--- config.mk ---
export PLATFORM = sky130hd
export DESIGN_NAME = counted_blink_stall_monitor
export DESIGN_NICKNAME = d
export VERILOG_FILES = /design/src/hw/rtl/cbsm_pkg.sv /design/src/hw/rtl/cbsm_cfg.sv /design/src/hw/rtl/counted_blink_stall_monitor.sv
export SDC_FILE = /design/constraint.sdc
export NUM_CORES = 1
export LEC_CHECK = 0
export BUFFER_PORTS_ARGS = -buffer_cell sky130_fd_sc_hd__buf_2
export CORE_MARGIN = 2
export CORE_UTILIZATION = 50
export DETAILED_ROUTE_END_ITERATION = 7
export PLACE_DENSITY = 0.82
export SLEW_MARGIN = 20
export SYNTH_ARGS = -nofsm -noshare
export SYNTH_HDL_FRONTEND = slang
export SYNTH_SLANG_ARGS = --single-unit
export TNS_END_PERCENT = 30
--- constraint.sdc ---
create_clock -name clk -period 5.79 [get_ports clk]
set_input_delay 1.158 -clock clk [delete_from_list [all_inputs] [get_ports clk]]
set_output_delay 1.158 -clock clk [all_outputs]
set_load 0.02 [all_outputs]
--- src/hw/rtl/cbsm_pkg.sv ---
// Shared types and constants for the counted-blink stall monitor.
`timescale 1ns / 1ps

package cbsm_pkg;

  // Register file geometry: five registers at word addresses
  localparam int unsigned AddrW = 5;
  localparam int unsigned DataW = 32;

  // Register indexes (byte address / 4)
  typedef enum logic [2:0] {
    REG_ON_TIME       = 3'd0,
    REG_BLINK_PERIOD  = 3'd1,
    REG_PAUSE_LENGTH  = 3'd2,
    REG_STALL_LIMIT   = 3'd3,
    REG_HEALTHY_STAGE = 3'd4
  } reg_idx_t;

  // Reset values of the registers
  localparam logic [15:0] ON_TIME_RST       = 16'd250;
  localparam logic [15:0] BLINK_PERIOD_RST  = 16'd1000;
  localparam logic [15:0] PAUSE_LENGTH_RST  = 16'd3000;
  localparam logic [15:0] STALL_LIMIT_RST   = 16'd5000;
  localparam logic [7:0]  HEALTHY_STAGE_RST = 8'd11;

  // Blink phase after reset: first burst starts shortly after reset
  localparam logic [15:0] BLINK_PHASE_RST = 16'd2900;

  // Settings handed from the register file to the tick logic
  typedef struct packed {
    logic [15:0] on_time;
    logic [15:0] blink_period;
    logic [15:0] pause_length;
    logic [15:0] stall_limit;
    logic [7:0]  healthy_stage;
  } cfg_t;

endpackage

--- src/hw/rtl/cbsm_cfg.sv ---
// APB-style configuration register file of the stall monitor.
`timescale 1ns / 1ps

module cbsm_cfg (
  input  logic                       clk,
  input  logic                       rst_n,
  input  logic                       cfg_psel,
  input  logic                       cfg_penable,
  input  logic                       cfg_pwrite,
  input  logic [cbsm_pkg::AddrW-1:0] cfg_paddr,
  input  logic [cbsm_pkg::DataW-1:0] cfg_pwdata,
  output logic [cbsm_pkg::DataW-1:0] cfg_prdata,
  output logic                       cfg_pready,
  output cbsm_pkg::cfg_t             cfg
);
  import cbsm_pkg::*;

  cfg_t     cfg_r;
  cfg_t     cfg_nxt;
  reg_idx_t idx;
  logic     wr_en;

  assign idx        = reg_idx_t'(cfg_paddr[AddrW-1:2]);
  assign wr_en      = cfg_psel & cfg_penable & cfg_pwrite;
  assign cfg_pready = 1'b1;
  assign cfg        = cfg_r;

  // Write decode; addresses past the last register are ignored
  always_comb begin
    cfg_nxt = cfg_r;
    if (wr_en) begin
      case (idx)
        REG_ON_TIME:       cfg_nxt.on_time       = cfg_pwdata[15:0];
        REG_BLINK_PERIOD:  cfg_nxt.blink_period  = cfg_pwdata[15:0];
        REG_PAUSE_LENGTH:  cfg_nxt.pause_length  = cfg_pwdata[15:0];
        REG_STALL_LIMIT:   cfg_nxt.stall_limit   = cfg_pwdata[15:0];
        REG_HEALTHY_STAGE: cfg_nxt.healthy_stage = cfg_pwdata[7:0];
        default:           cfg_nxt = cfg_r;
      endcase
    end
  end

  // Read mux
  always_comb begin
    case (idx)
      REG_ON_TIME:       cfg_prdata = {16'd0, cfg_r.on_time};
      REG_BLINK_PERIOD:  cfg_prdata = {16'd0, cfg_r.blink_period};
      REG_PAUSE_LENGTH:  cfg_prdata = {16'd0, cfg_r.pause_length};
      REG_STALL_LIMIT:   cfg_prdata = {16'd0, cfg_r.stall_limit};
      REG_HEALTHY_STAGE: cfg_prdata = {24'd0, cfg_r.healthy_stage};
      default:           cfg_prdata = '0;
    endcase
  end

  always_ff @(posedge clk) begin
    if (!rst_n) begin
      cfg_r.on_time       <= ON_TIME_RST;
      cfg_r.blink_period  <= BLINK_PERIOD_RST;
      cfg_r.pause_length  <= PAUSE_LENGTH_RST;
      cfg_r.stall_limit   <= STALL_LIMIT_RST;
      cfg_r.healthy_stage <= HEALTHY_STAGE_RST;
    end else begin
      cfg_r <= cfg_nxt;
    end
  end

endmodule

--- src/hw/rtl/counted_blink_stall_monitor.sv ---
// Top level of the counted-blink stall monitor: tick state and result register.
`timescale 1ns / 1ps

// Each accepted request is one millisecond tick and yields exactly one result,
// presented on the out_ port in the cycle after acceptance. The tick logic is a
// single pass of counter compares between the incoming request and the result
// register, so a new tick is taken every clock; in_ready drops only while a
// result is held because out_ready is low. Stage changes, stall detection with
// a one-time dump request, and the counted-blink LED sequence all update in
// that same cycle. Configuration registers sit on the APB-style cfg_ port at
// byte addresses 0x00 (on_time), 0x04 (blink_period), 0x08 (pause_length),
// 0x0C (stall_limit) and 0x10 (healthy_stage); pready is always high.
module counted_blink_stall_monitor (
  input  logic                       clk,
  input  logic                       rst_n,
  // tick requests
  input  logic                       in_valid,
  output logic                       in_ready,
  input  logic [7:0]                 in_stage,
  input  logic [31:0]                in_pc_word,
  input  logic [31:0]                in_lr_word,
  // results
  output logic                       out_valid,
  input  logic                       out_ready,
  output logic [31:0]                out_tick_count,
  output logic                       out_stage_changed,
  output logic                       out_led_on,
  output logic                       out_dump_now,
  output logic [31:0]                out_dump_pc,
  output logic [31:0]                out_dump_lr,
  output logic [7:0]                 out_dump_stage,
  // configuration
  input  logic                       cfg_psel,
  input  logic                       cfg_penable,
  input  logic                       cfg_pwrite,
  input  logic [cbsm_pkg::AddrW-1:0] cfg_paddr,
  input  logic [cbsm_pkg::DataW-1:0] cfg_pwdata,
  output logic [cbsm_pkg::DataW-1:0] cfg_prdata,
  output logic                       cfg_pready
);
  import cbsm_pkg::*;

  cfg_t cfg;

  cbsm_cfg u_cfg (
    .clk         (clk),
    .rst_n       (rst_n),
    .cfg_psel    (cfg_psel),
    .cfg_penable (cfg_penable),
    .cfg_pwrite  (cfg_pwrite),
    .cfg_paddr   (cfg_paddr),
    .cfg_pwdata  (cfg_pwdata),
    .cfg_prdata  (cfg_prdata),
    .cfg_pready  (cfg_pready),
    .cfg         (cfg)
  );

  // Tick state
  logic [31:0] ms_r,        ms_nxt;
  logic [7:0]  seen_r,      seen_nxt;
  logic [15:0] stall_r,     stall_nxt;
  logic        dump_done_r, dump_done_nxt;
  logic [15:0] phase_r,     phase_nxt;
  logic [7:0]  blinks_r,    blinks_nxt;
  logic        led_r,       led_nxt;

  // Result register
  logic        out_valid_r;
  logic [31:0] out_tick_r;
  logic        out_changed_r;
  logic        out_led_r;
  logic        out_dump_r;
  logic [31:0] out_pc_r;
  logic [31:0] out_lr_r;
  logic [7:0]  out_stage_r;

  logic        accept;
  logic        changed;
  logic        stalling;
  logic [15:0] stall_inc;
  logic [15:0] phase_inc;
  logic        fire;

  assign in_ready = ~out_valid_r | out_ready;
  assign accept   = in_valid & in_ready;

  // Stage change and stall detection
  assign changed   = in_stage != seen_r;
  assign stalling  = ~changed & ~dump_done_r & (in_stage != cfg.healthy_stage);
  assign stall_inc = stall_r + 16'd1;
  assign fire      = stalling & (stall_inc >= cfg.stall_limit);

  always_comb begin
    ms_nxt        = ms_r + 32'd1;
    seen_nxt      = in_stage;
    dump_done_nxt = dump_done_r | fire;
    if (changed) begin
      stall_nxt = '0;
    end else if (stalling) begin
      stall_nxt = stall_inc;
    end else begin
      stall_nxt = stall_r;
    end
  end

  // Counted-blink sequencer: burst of stage blinks, then a pause
  assign phase_inc = phase_r + 16'd1;

  always_comb begin
    phase_nxt  = phase_inc;
    blinks_nxt = blinks_r;
    led_nxt    = led_r;
    priority if (blinks_r == 8'd0) begin
      if (phase_inc >= cfg.pause_length) begin
        blinks_nxt = in_stage;
        phase_nxt  = '0;
      end
    end else if (phase_inc == 16'd1) begin
      led_nxt = 1'b1;
    end else if (phase_inc == cfg.on_time) begin
      led_nxt = 1'b0;
    end else if (phase_inc >= cfg.blink_period) begin
      phase_nxt  = '0;
      blinks_nxt = blinks_r - 8'd1;
    end else begin
      // between blink events only the phase moves
      led_nxt = led_r;
    end
  end

  // State registers advance once per accepted tick
  always_ff @(posedge clk) begin
    if (!rst_n) begin
      ms_r        <= '0;
      seen_r      <= '0;
      stall_r     <= '0;
      dump_done_r <= 1'b0;
      phase_r     <= BLINK_PHASE_RST;
      blinks_r    <= '0;
      led_r       <= 1'b0;
    end else if (accept) begin
      ms_r        <= ms_nxt;
      seen_r      <= seen_nxt;
      stall_r     <= stall_nxt;
      dump_done_r <= dump_done_nxt;
      phase_r     <= phase_nxt;
      blinks_r    <= blinks_nxt;
      led_r       <= led_nxt;
    end
  end

  // Result valid
  always_ff @(posedge clk) begin
    if (!rst_n) begin
      out_valid_r <= 1'b0;
    end else if (in_ready) begin
      out_valid_r <= in_valid;
    end
  end

  // Result payload; dump fields read zero unless the dump fires
  always_ff @(posedge clk) begin
    if (accept) begin
      out_tick_r    <= ms_nxt;
      out_changed_r <= changed;
      out_led_r     <= led_nxt;
      out_dump_r    <= fire;
      out_pc_r      <= fire ? in_pc_word : 32'd0;
      out_lr_r      <= fire ? in_lr_word : 32'd0;
      out_stage_r   <= fire ? in_stage   : 8'd0;
    end
  end

  assign out_valid         = out_valid_r;
  assign out_tick_count    = out_tick_r;
  assign out_stage_changed = out_changed_r;
  assign out_led_on        = out_led_r;
  assign out_dump_now      = out_dump_r;
  assign out_dump_pc       = out_pc_r;
  assign out_dump_lr       = out_lr_r;
  assign out_dump_stage    = out_stage_r;

  // Once the dump has fired it never fires again
  a_dump_once: assert property (@(posedge clk) disable iff (!rst_n)
    dump_done_r |-> !fire)
    else $error("stall dump fired twice");

  // A firing tick leaves the dump latched and shows up on the result
  a_dump_latch: assert property (@(posedge clk) disable iff (!rst_n)
    accept && fire |=> dump_done_r && out_valid_r && out_dump_r)
    else $error("dump fire not latched");

  // Dump payload is zero whenever no dump is reported
  a_dump_zero: assert property (@(posedge clk) disable iff (!rst_n)
    out_valid_r && !out_dump_r |->
      out_pc_r == 32'd0 && out_lr_r == 32'd0 && out_stage_r == 8'd0)
    else $error("dump payload set without dump");

  // The reported tick count tracks the state counter
  a_tick_track: assert property (@(posedge clk) disable iff (!rst_n)
    accept |=> out_tick_r == ms_r)
    else $error("tick count out of step");

  // Stall counter is cleared by a stage change
  a_stall_clear: assert property (@(posedge clk) disable iff (!rst_n)
    accept && changed |=> stall_r == 16'd0)
    else $error("stall count not cleared on stage change");

endmodule

Word-level counts from Yosys, hierarchy flattened
Index checks and enable logic that the tools add are counted.
- flip-flop bits (word level): 262
- input bits: 116
- output and inout bits: 142
- logic and storage cells: 76
- add/sub/neg operators: 4
- order comparisons: 3
- equal/unequal tests: 11
- muxes and demuxes: 16
- bitwise gates (word level): 11
- reductions and logical operators: 11
- operators by type and width (operator ; number):
    16-bit two-way mux ; 7
    16-bit case mux with 5 select lines ; 1
    16-bit >= comparator ; 3
    8-bit two-way mux ; 5
    16-bit by 1-bit adder with 16-bit output, second input constant ; 2
    32-bit by 1-bit adder with 32-bit output, second input constant ; 1
    16-bit by 1-bit equality test with 1-bit output, second input constant ; 1
    16-bit equality test ; 1
    8-bit != test ; 2
    2-bit AND reduction ; 6
    8-bit logical NOT ; 1
    8-bit by 1-bit subtractor with 8-bit output, second input constant ; 1
    1-bit AND ; 6
    3-bit by 2-bit equality test with 1-bit output, second input constant ; 2
    5-bit AND reduction ; 1
    2-bit != test, second input constant ; 2
    2-bit nonzero test ; 2
    3-bit by 1-bit equality test with 1-bit output, second input constant ; 1
    3-bit equality test, second input constant ; 1
    3-bit logical NOT ; 1
    1-bit two-way mux ; 3
    1-bit inverter ; 3
    2-bit by 1-bit != test with 1-bit output, second input constant ; 1
    1-bit OR ; 2

Logic depth before layout (Yosys ltp)
Gate-level depths: netlist of run 1.
- word-level depth: 6
- depth in mapped cells: 16

By module
From an unflattened synthesis of run 1, not the netlist that was laid out.
- cells, all modules: 1420
- area total of the unflattened synthesis: 13925.9 µm²
- modules (own cells, without submodules) (module ; instances ; cells an instance ; area each (µm²) ; seq. area each (µm²)):
    counted_blink_stall_monitor ; 1 ; 1058 ; 10347.4 ; 4874.7
    cbsm_cfg ; 1 ; 362 ; 3578.4 ; 1441.4

Worst setup path before layout of run 1
No wires, ideal clock.
- path type: input to register
- from: input port out_ready
- to: register out_lr_r[0], in the netlist out_dump_lr[0], enable pin
- library setup time: 0.512 ns
- data arrival time: 5.154 ns
- required time: 5.278 ns
- path slack: 0.123 ns
- stages: 5
- cell sequence: nand2b_1 -> nand2_1 -> inv_1 -> clkbuf_1 -> buf_1
- word-level cells in the longest chain between the ends: 2
- RTL lines (element ; line ; text):
    start, declared ; counted_blink_stall_monitor.sv:24 ; input logic out_ready,
    1-bit OR ; counted_blink_stall_monitor.sv:84 ; assign in_ready = ~out_valid_r | out_ready;
    1-bit AND ; counted_blink_stall_monitor.sv:85 ; assign accept = in_valid & in_ready;
    net accept ; counted_blink_stall_monitor.sv:77 ; logic accept;
    end signal, assigned ; counted_blink_stall_monitor.sv:169 ; out_lr_r <= fire ? in_lr_word : 32'd0;
    end, declared ; counted_blink_stall_monitor.sv:74 ; logic [31:0] out_lr_r;
The timed path passes the listed nets, and every way through them passes these cells.
A chain may end at the register's enable or synchronous reset.

Final worst setup path of run 1
- from: register phase_r[0]
- to: register phase_r[13]
- word-level cells in the longest chain between the ends: 6
- RTL lines (element ; line ; text):
    start, declared ; counted_blink_stall_monitor.sv:63 ; logic [15:0] phase_r, phase_nxt;
    start signal, assigned ; counted_blink_stall_monitor.sv:146 ; phase_r <= phase_nxt;
    16-bit by 1-bit adder with 16-bit output * ; counted_blink_stall_monitor.sv:107 ; assign phase_inc = phase_r + 16'd1;
    16-bit >= comparator ; counted_blink_stall_monitor.sv:122 ; end else if (phase_inc >= cfg.blink_period) begin
    16-bit two-way mux ; counted_blink_stall_monitor.sv:122 ;
    16-bit two-way mux ; counted_blink_stall_monitor.sv:120 ; end else if (phase_inc == cfg.on_time) begin
    16-bit two-way mux ; counted_blink_stall_monitor.sv:118 ; end else if (phase_inc == 16'd1) begin
    16-bit two-way mux * ; counted_blink_stall_monitor.sv:113 ; priority if (blinks_r == 8'd0) begin
Every way passes the cells marked *; elsewhere a longest branch is shown, timed or not.

==> results of run 1 <==
-- worst max-delay path by stage --
stage | start | cells after the start | endpoint | slack, ns
floorplan | out_ready | 5 | out_dump_lr[0] | 0.12
global route | phase_r[0] | 14 | phase_r[3] | 0.72
global placement | phase_r[0] | 14 | phase_r[4] | 1.33
CTS | phase_r[0] | 14 | phase_r[13] | 1.11
finish | phase_r[0] | 14 | phase_r[13] | 1.01
detailed placement | phase_r[0] | 14 | phase_r[3] | 1.17
-- worst min-delay path, delay by kind of cell (launching register included) --
kind / cells / cell delay [ns]
compound gates: 1 / 0.05
flops: 1 / 0.31
simple gates: 1 / 0.05
-- metal layers --
| metal | part of all wire [%] | GRT usage (%) | wire length, µm |
|---|---|---|---|
| met2 | 48 | 39.0 | 16000 |
| met3 | 7.2 | 2.97 | 2380 |
| met5 | 0 | 0 | 0 |
| met4 | 2.3 | 6.63 | 767 |
| met1 | 42 | 30.4 | 13900 |
-- layout make-up --
| class | count | area, µm² |
|---|---|---|
| inverters | 59 | 225 |
| clock buffers | 37 | 795 |
| clock inverters | 15 | 258 |
| fillers | 2162 | 10500 |
| flip-flops and latches | 262 | 6320 |
| repair buffers | 233 | 1190 |
| well taps | 335 | 419 |
| multi-input cells | 979 | 6350 |
-- through the flow --
stage / utilization, % / hold slack (ns) / power (µW) / worst slack, ns / cell area [µm²]
floorplan: - / 0.436 / 2910 / 0.123 / 13300
global placement: 55.6 / 0.443 / 3120 / 1.33 / 14500
detailed placement: 55.6 / 0.448 / 3150 / 1.17 / 14500
CTS: 59.7 / 0.456 / 5140 / 1.11 / 15600
global route: 59.7 / 0.479 / 5350 / 0.718 / 15600
finish: 59.7 / 0.457 / 5120 / 1.01 / 15600
-- Yosys cell counts (21+ instances only) --
master / n / share of area (%)
nand2_1: 189 / 5.3
dfxtp_1: 155 / 23
edfxtp_1: 107 / 24
nor2_1: 100 / 2.8
a21oi_1: 89 / 3.4
and3_1: 86 / 4.1
clkbuf_1: 68 / 1.9
inv_1: 59 / 1.7
xor2_1: 57 / 3.8
ha_1: 53 / 5.0
xnor2_1: 53 / 3.5
nand3_1: 35 / 1.3
mux2i_1: 28 / 2.1
o21ai_0: 25 / 0.94
nor3_1: 23 / 0.87
nand4_1: 21 / 0.99
-- power by group --
group	leakage (µW)	switching (µW)	internal, µW	total [µW]
clock network	0.000508	752	1240	1990
registers	0.00233	126	2020	2140
logic	0.00392	608	380	988
-- flip-flops by register name, indices dropped and copies added, names as in the netlist, 8 cells and up --
signal / cells
stall_r: 16
phase_r: 16
out_dump_pc: 32
out_dump_stage: 8
ms_r: 32
u_cfg.cfg: 72
seen_r: 8
out_dump_lr: 32
out_tick_count: 32
blinks_r: 8
-- logic make-up (layout without fill, tap and decap cells) --
family | after synthesis | count (layout) | share of synthesized area [%]
buf+inv | 163 | 344 | 5.30
mux | 37 | 37 | 3.55
compound gates | 216 | 216 | 10.4
flops | 262 | 262 | 47.6
simple gates | 541 | 541 | 20.2
other cells | 2 | 17 | 0.0566
fa+ha+maj | 54 | 54 | 5.07
xor+xnor | 114 | 114 | 7.93
==> results.txt, run 1 <==
maximum clock frequency - 209 MHz
WS Path Type - register to register
H-tree levels - 1
most common cell after layout, fill and taps aside - buf_2
final-report max-slew violation count - 0
dominant synthesized flop cell - dfxtp_1
Buf/Inv on CP - 0
Ys Warns - 0
period utilization - 82.5%
# DRC - 0
CTS-repair resized insts - 0
Area Growth Syn to Fin - 17.1%
Final Non-Filler Cells - 1920
WHS Path Cells - 2
max-cap violations - 0
DP Cell Count - 1868
I/O pin count - 258
Initial Utilization - 51.0%
RR Startpoint - phase_r[0]
Setup Skew - 0.0195 ns
vias post-DR - 10824
Post-CTS Hold Fix Bufs - 0
Final ANT Viol Nets - 0
commonest cells after routing, fill and taps aside - buf_2 (222), nand2_1 (189), dfxtp_1 (155), edfxtp_1 (107), nor2_1 (100)
Placeable Area - 0.0261 mm²
# clock sinks - 262
GPL Wtd Cong - 0.896
number of global-route vias before repair - 10209
HP Class - register to register
CP Max Fanout - 12
cells after synthesis - 1389
arrival time worst endpoint - 5.27 ns
asr flop ratio synth - 0%
per-cell routed wire length - 17.3 µm
Port Buffers - 222
TNS Setup - 0 ns
GRT overflow - 0
CP Data Required Time - 6.28 ns
n_diodes - 0
Fin. Hold Viols - 0
slowest CP cell - nor2_1
status - finished clean
CP endpoint kind - register
r2r setup slk - 1.01 ns
Slew @ Worst Pin - 1.01 ns
Tmin final - 4.78 ns
Clock Path Buffers - 3
CP top delay family - simple AND/OR/NAND/NOR gates
largest net degree at the start of global routing - 75
Slew headroom - 32.4%
CP cell instances - ha_1, nand3_1, nor3_2, xor2_1, ha_1, o21ai_0, o21bai_1, a211oi_1, o31ai_1, a21o_1, a21oi_1, nor3_2, nor2_1, a32o_1
Reg2Reg Depth - 14
Rows - 59
flops & latches, synth - 262
RR Endpoint - phase_r[13]
Die W - 167 µm
max incr delay on CP - 0.79 ns
peak supply drop - 0.262 mV
Root Buffer - clkbuf_16
synth unique cells - 74
syn_area_per_cell - 9.56 µm²
drt total wl - 33100 µm
clock latency on the worst-skew pair - 0.56 ns
drt initial violations - 783
ratio of cells with drive above 1 in the final layout - 20.3%
RSZ-0062 raised after global routing - false
first-pass GRT wire length - 52700 µm
leakage power - 0.00676 µW
hold path endpoint - u_cfg.cfg[41]
Total Nets Final - 1732
postcts setup bufs - 0
detail-routed via count per cell - 5.64
Die Y - 167 µm
CTS Buf Count - 28
antenna violations before repair - 0
mapped cell area - 0.0133 mm²
CTS tree - yes
hpwl dp - 23400 µm
EDFF count, synth - 107
cell area power density - 329 mW/mm²
Setup Viol. Count Final - 0
hold path startpoint - u_cfg.cfg[41]
1st-pass router iterations - 8
Worst-path clk slew - 0.06 ns
gr usage total - 22.8%
DIE AREA - 0.0279 mm²
sequential area share after synthesis - 47.6%
startpoint class of the critical path - register
Power figures use the tool's default switching activity.
==> run 2, diff against run 1 <==
--- a/config.mk
+++ b/config.mk
@@ -5,6 +5,7 @@
 export SDC_FILE = /design/constraint.sdc
 export NUM_CORES = 1
 export LEC_CHECK = 0
+export ABC_AREA = 1
 export BUFFER_PORTS_ARGS = -buffer_cell sky130_fd_sc_hd__buf_2
 export CORE_MARGIN = 2
 export CORE_UTILIZATION = 50
==> constraint.sdc (replaced) <==
create_clock -name clk -period 4.2 [get_ports clk]
set_input_delay 0.84 -clock clk [delete_from_list [all_inputs] [get_ports clk]]
set_output_delay 0.84 -clock clk [all_outputs]
set_load 0.02 [all_outputs]
==> run 2 against run 1 <==
  * Area after synthesis down 0.43%
  * Core utilization up 0.89 points
  * First-iteration DRC count up 22%
  * Die area down 0.42%
  * Clock power up 46%
  * Design area up 1.2%
  * Fmax up 27%
  * Combinational power up 42%
  * Global-route usage up 1.1 points
  * Critical endpoint is now blinks_r[4]
==> results.txt, run 2 <==
CTS-repair resized insts - 0 (unchanged)
arrival time worst endpoint - 4.25 ns (-1.02 ns)
sequential area share after synthesis - 47.8% (+0.21 points)
Worst-path clk slew - 0.06 ns (about the same)
post-route setup slack - 0.422 ns (-0.589 ns)
Ys Warns - 0 (unchanged)
Flop pwr share - 40.5% (-1.3 points)
Power, Total - 7220 µW (+41%)
share of the synthesized area in the top cell type - 24.3% (+0.11 points)
leakage power - 0.00752 µW (+11%)
Die Y - 167 µm (-0.21%)
Setup Skew - 0.0177 ns (-0.00187 ns)
Placeable Area - 0.0260 mm² (-0.28%)
HP Class - register to register
Placement Cell Area - 0.0146 mm² (+0.92%)
startpoint class of the critical path - register
CP most frequent cell - nand2_1
# DRC - 0 (unchanged)
cell area power density - 459 mW/mm² (+39%)
CP Max Fanout - 10 (-2)
Slew @ Worst Pin - 1.00 ns (-0.0105 ns)
1st-pass router iterations - 5 (-3)
flops & latches, synth - 262 (unchanged)
n_diodes - 0 (unchanged)
postcts setup bufs - 0 (unchanged)
syn_area_per_cell - 8.08 µm² (-16%)
Rows - 59 (unchanged)
EDFF count, synth - 107 (unchanged)
synth unique cells - 45 (-39%)
ratio of cells with drive above 1 in the final layout - 17.2% (-3.1 points)
peak supply drop - 0.321 mV (+22%)
GPL Wtd Cong - 0.967 (+7.9%)
RSZ-0062 raised after global routing - false
CP Data Required Time - 4.67 ns (-1.61 ns)
largest net degree at the start of global routing - 96 (+28%)
H-tree levels - 1 (unchanged)
register area - 0.00632 mm² (unchanged)
max incr delay on CP - 0.49 ns (-0.30 ns)
dominant synthesized flop cell - dfxtp_1
top post-synthesis cells by area - edfxtp_1 (24%), dfxtp_1 (23%), nand2_1 (7.9%), inv_1 (7.5%), nor2_1 (5.3%)
drt initial violations - 959 (+22%)
CP top delay family - simple AND/OR/NAND/NOR gates
Multi-input gate area - 0.00562 mm² (-11%)
most common cell after layout, fill and taps aside - nand2_1
TNS Setup - 0 ns (unchanged)
maximum clock frequency - 265 MHz (+27%)
CTS Buf Count - 29 (+3.6%)
first-pass GRT wire length - 54900 µm (+4.1%)
Buf/Inv on CP - 1 (+1)
Setup Viol. Count Final - 0 (unchanged)
Root Buffer - clkbuf_16
clock latency on the worst-skew pair - 0.55 ns (about the same)
DIE AREA - 0.0278 mm² (-0.42%)
Final ANT Viol Nets - 0 (unchanged)
vias post-DR - 11629 (+7.4%)
drt total wl - 34400 µm (+3.7%)
CP endpoint kind - register
# clock sinks - 262 (unchanged)
sw frac - 28.9% (-0.10 points)
period utilization - 90.0% (+7.4 points)
Clock Path Buffers - 3 (unchanged)
slowest CP cell - dfxtp_1
Fill cells - 2214 (+2.4%)
gr usage total - 23.9% (+1.1 points)
per-cell routed wire length - 15.5 µm (-10%)
status - finished clean
Initial Utilization - 50.9% (-0.077 points)
Fin. Hold Viols - 0 (unchanged)
cells after synthesis - 1637 (+18%)
antenna violations before repair - 0 (unchanged)
DP Cell Count - 2158 (+16%)
Area Growth Syn to Fin - 19.0%
I/O pin count - 258 (unchanged)
Pint - 5130 µW (+41%)
Port Buffers - 222 (unchanged)
CP cell instances - ha_1, nand3_1, nor2_1, nand3_1, nand2_1, nand2_1, ha_1, nand2_1, inv_1, nand3_1, nor3_1, nand2_1, nand3_1, nand2_1, nand2_1, nand3_4, nand2_1, nand2_1, nor2_1
WS Path Type - register to register
Final Non-Filler Cells - 2212 (+15%)
Total Nets Final - 2023 (+17%)
detail-routed via count per cell - 5.26 (-6.7%)
CTS tree - yes
commonest cells after routing, fill and taps aside - nand2_1 (275), inv_1 (264), buf_2 (222), nor2_1 (185), dfxtp_1 (155)
Final Instance Area - 0.0157 mm² (+1.2%)
Logic pwr share - 19.4% (about the same)
Clock Power Share - 40.1% (+1.3 points)
mapped cell area - 0.0132 mm² (-0.43%)
Slew headroom - 32.9% (+0.54 points)
final-report max-slew violation count - 0 (unchanged)
switching pwr - 2090 µW (+41%)
most frequent cell after synthesis - nand2_1
Post-synth top cells - nand2_1 (277), inv_1 (264), nor2_1 (185)
cell taking the most area after synthesis - edfxtp_1
Tmin final - 3.78 ns (-1.00 ns)
Die W - 167 µm (-0.21%)
asr flop ratio synth - 0% (unchanged)
number of global-route vias before repair - 10979 (+7.5%)
hpwl dp - 24700 µm (+5.5%)
max-cap violations - 0 (unchanged)
pre-CTS setup slack - 0.578 ns (-0.591 ns)
Post-CTS Hold Fix Bufs - 0 (unchanged)
GRT overflow - 0 (unchanged)
max reg flops - 72 (unchanged)
==> run 2: changes by cell type after synthesis, sizes merged, moves of 14 or more <==
| cell | delta |
|---|---|
| and3 | -86 |
| clkbuf | -30 |
| xor2 | -14 |
| inv | +209 |
| nand3 | +42 |
| nor2 | +99 |
| mux2i | -28 |
| xnor2 | -42 |
| or3 | -17 |
| o21ai | +100 |
| nand2 | +93 |
| a21oi | +39 |
| a21o | -17 |
==> run 2: cell type report <==
cell class / instances / area share (%)
Sequential cell: 262 / 40.1
Multi-Input combinational cell: 1052 / 35.7
Timing Repair Buffer: 238 / 7.98
Inverter: 271 / 6.49
Clock buffer: 41 / 5.29
Tap cell: 335 / 2.66
Clock inverter: 13 / 1.73
==> run 2: per-layer routing <==
metal / share of wire [%] / vias to the layer above / GRT usage [%]
li1: - / 5744 / -
met1: 41 / 5276 / 30.5
met2: 47 / 526 / 41.3
met3: 8.8 / 83 / 3.99
met4: 3.0 / 0 / 7.87
met5: 0 / - / 0
==> run 2: path summary, 6_finish.rpt <==
| path | slack, ns | end | start | cells after the start |
|---|---|---|---|---|
| worst min-delay path | 0.47 | dump_done_r | dump_done_r | 2 |
| worst min register to register | 0.47 | dump_done_r | dump_done_r | 2 |
| worst max-delay path | 0.42 | blinks_r[4] | phase_r[0] | 19 |
| worst max register to register | 0.42 | blinks_r[4] | phase_r[0] | 19 |
==> run 2: cell families after synthesis <==
family,count (synthesis),synth area share (%)
other cells,2,0.0568
flops,262,47.8
simple gates,622,20.5
buf+inv,338,10.2
xor+xnor,57,3.88
compound gates,303,12.6
fa+ha+maj,53,5.02
==> run 2: power by group through the flow <==
stage / registers, µW / clock network, µW / logic [µW]
after floorplan: 3030 / 0 / 927
after global placement: 2970 / 0 / 1320
after detailed placement: 2980 / 0 / 1370
after CTS: 2920 / 2950 / 1390
after global routing: 2940 / 3060 / 1560
final: 2920 / 2900 / 1400
==> run 2: metrics by stage <==
step / util (%) / hold slack (ns)
after floorplan: - / 0.436
after global placement: 56.3 / 0.443
after detailed placement: 56.3 / 0.458
after CTS: 60.6 / 0.470
after global routing: 60.6 / 0.491
final: 60.6 / 0.471
==> run 2: worst reg2reg max path, cell delays in order (launching register included) <==
cell,delay [ns]
dfxtp_1,0.49
ha_1,0.31
nand3_1,0.17
nor2_1,0.32
nand3_1,0.15
nand2_1,0.11
nand2_1,0.14
ha_1,0.31
nand2_1,0.05
inv_1,0.06
nand3_1,0.11
nor3_1,0.23
nand2_1,0.08
nand3_1,0.13
nand2_1,0.23
nand2_1,0.36
nand3_4,0.18
nand2_1,0.10
nand2_1,0.05
nor2_1,0.13
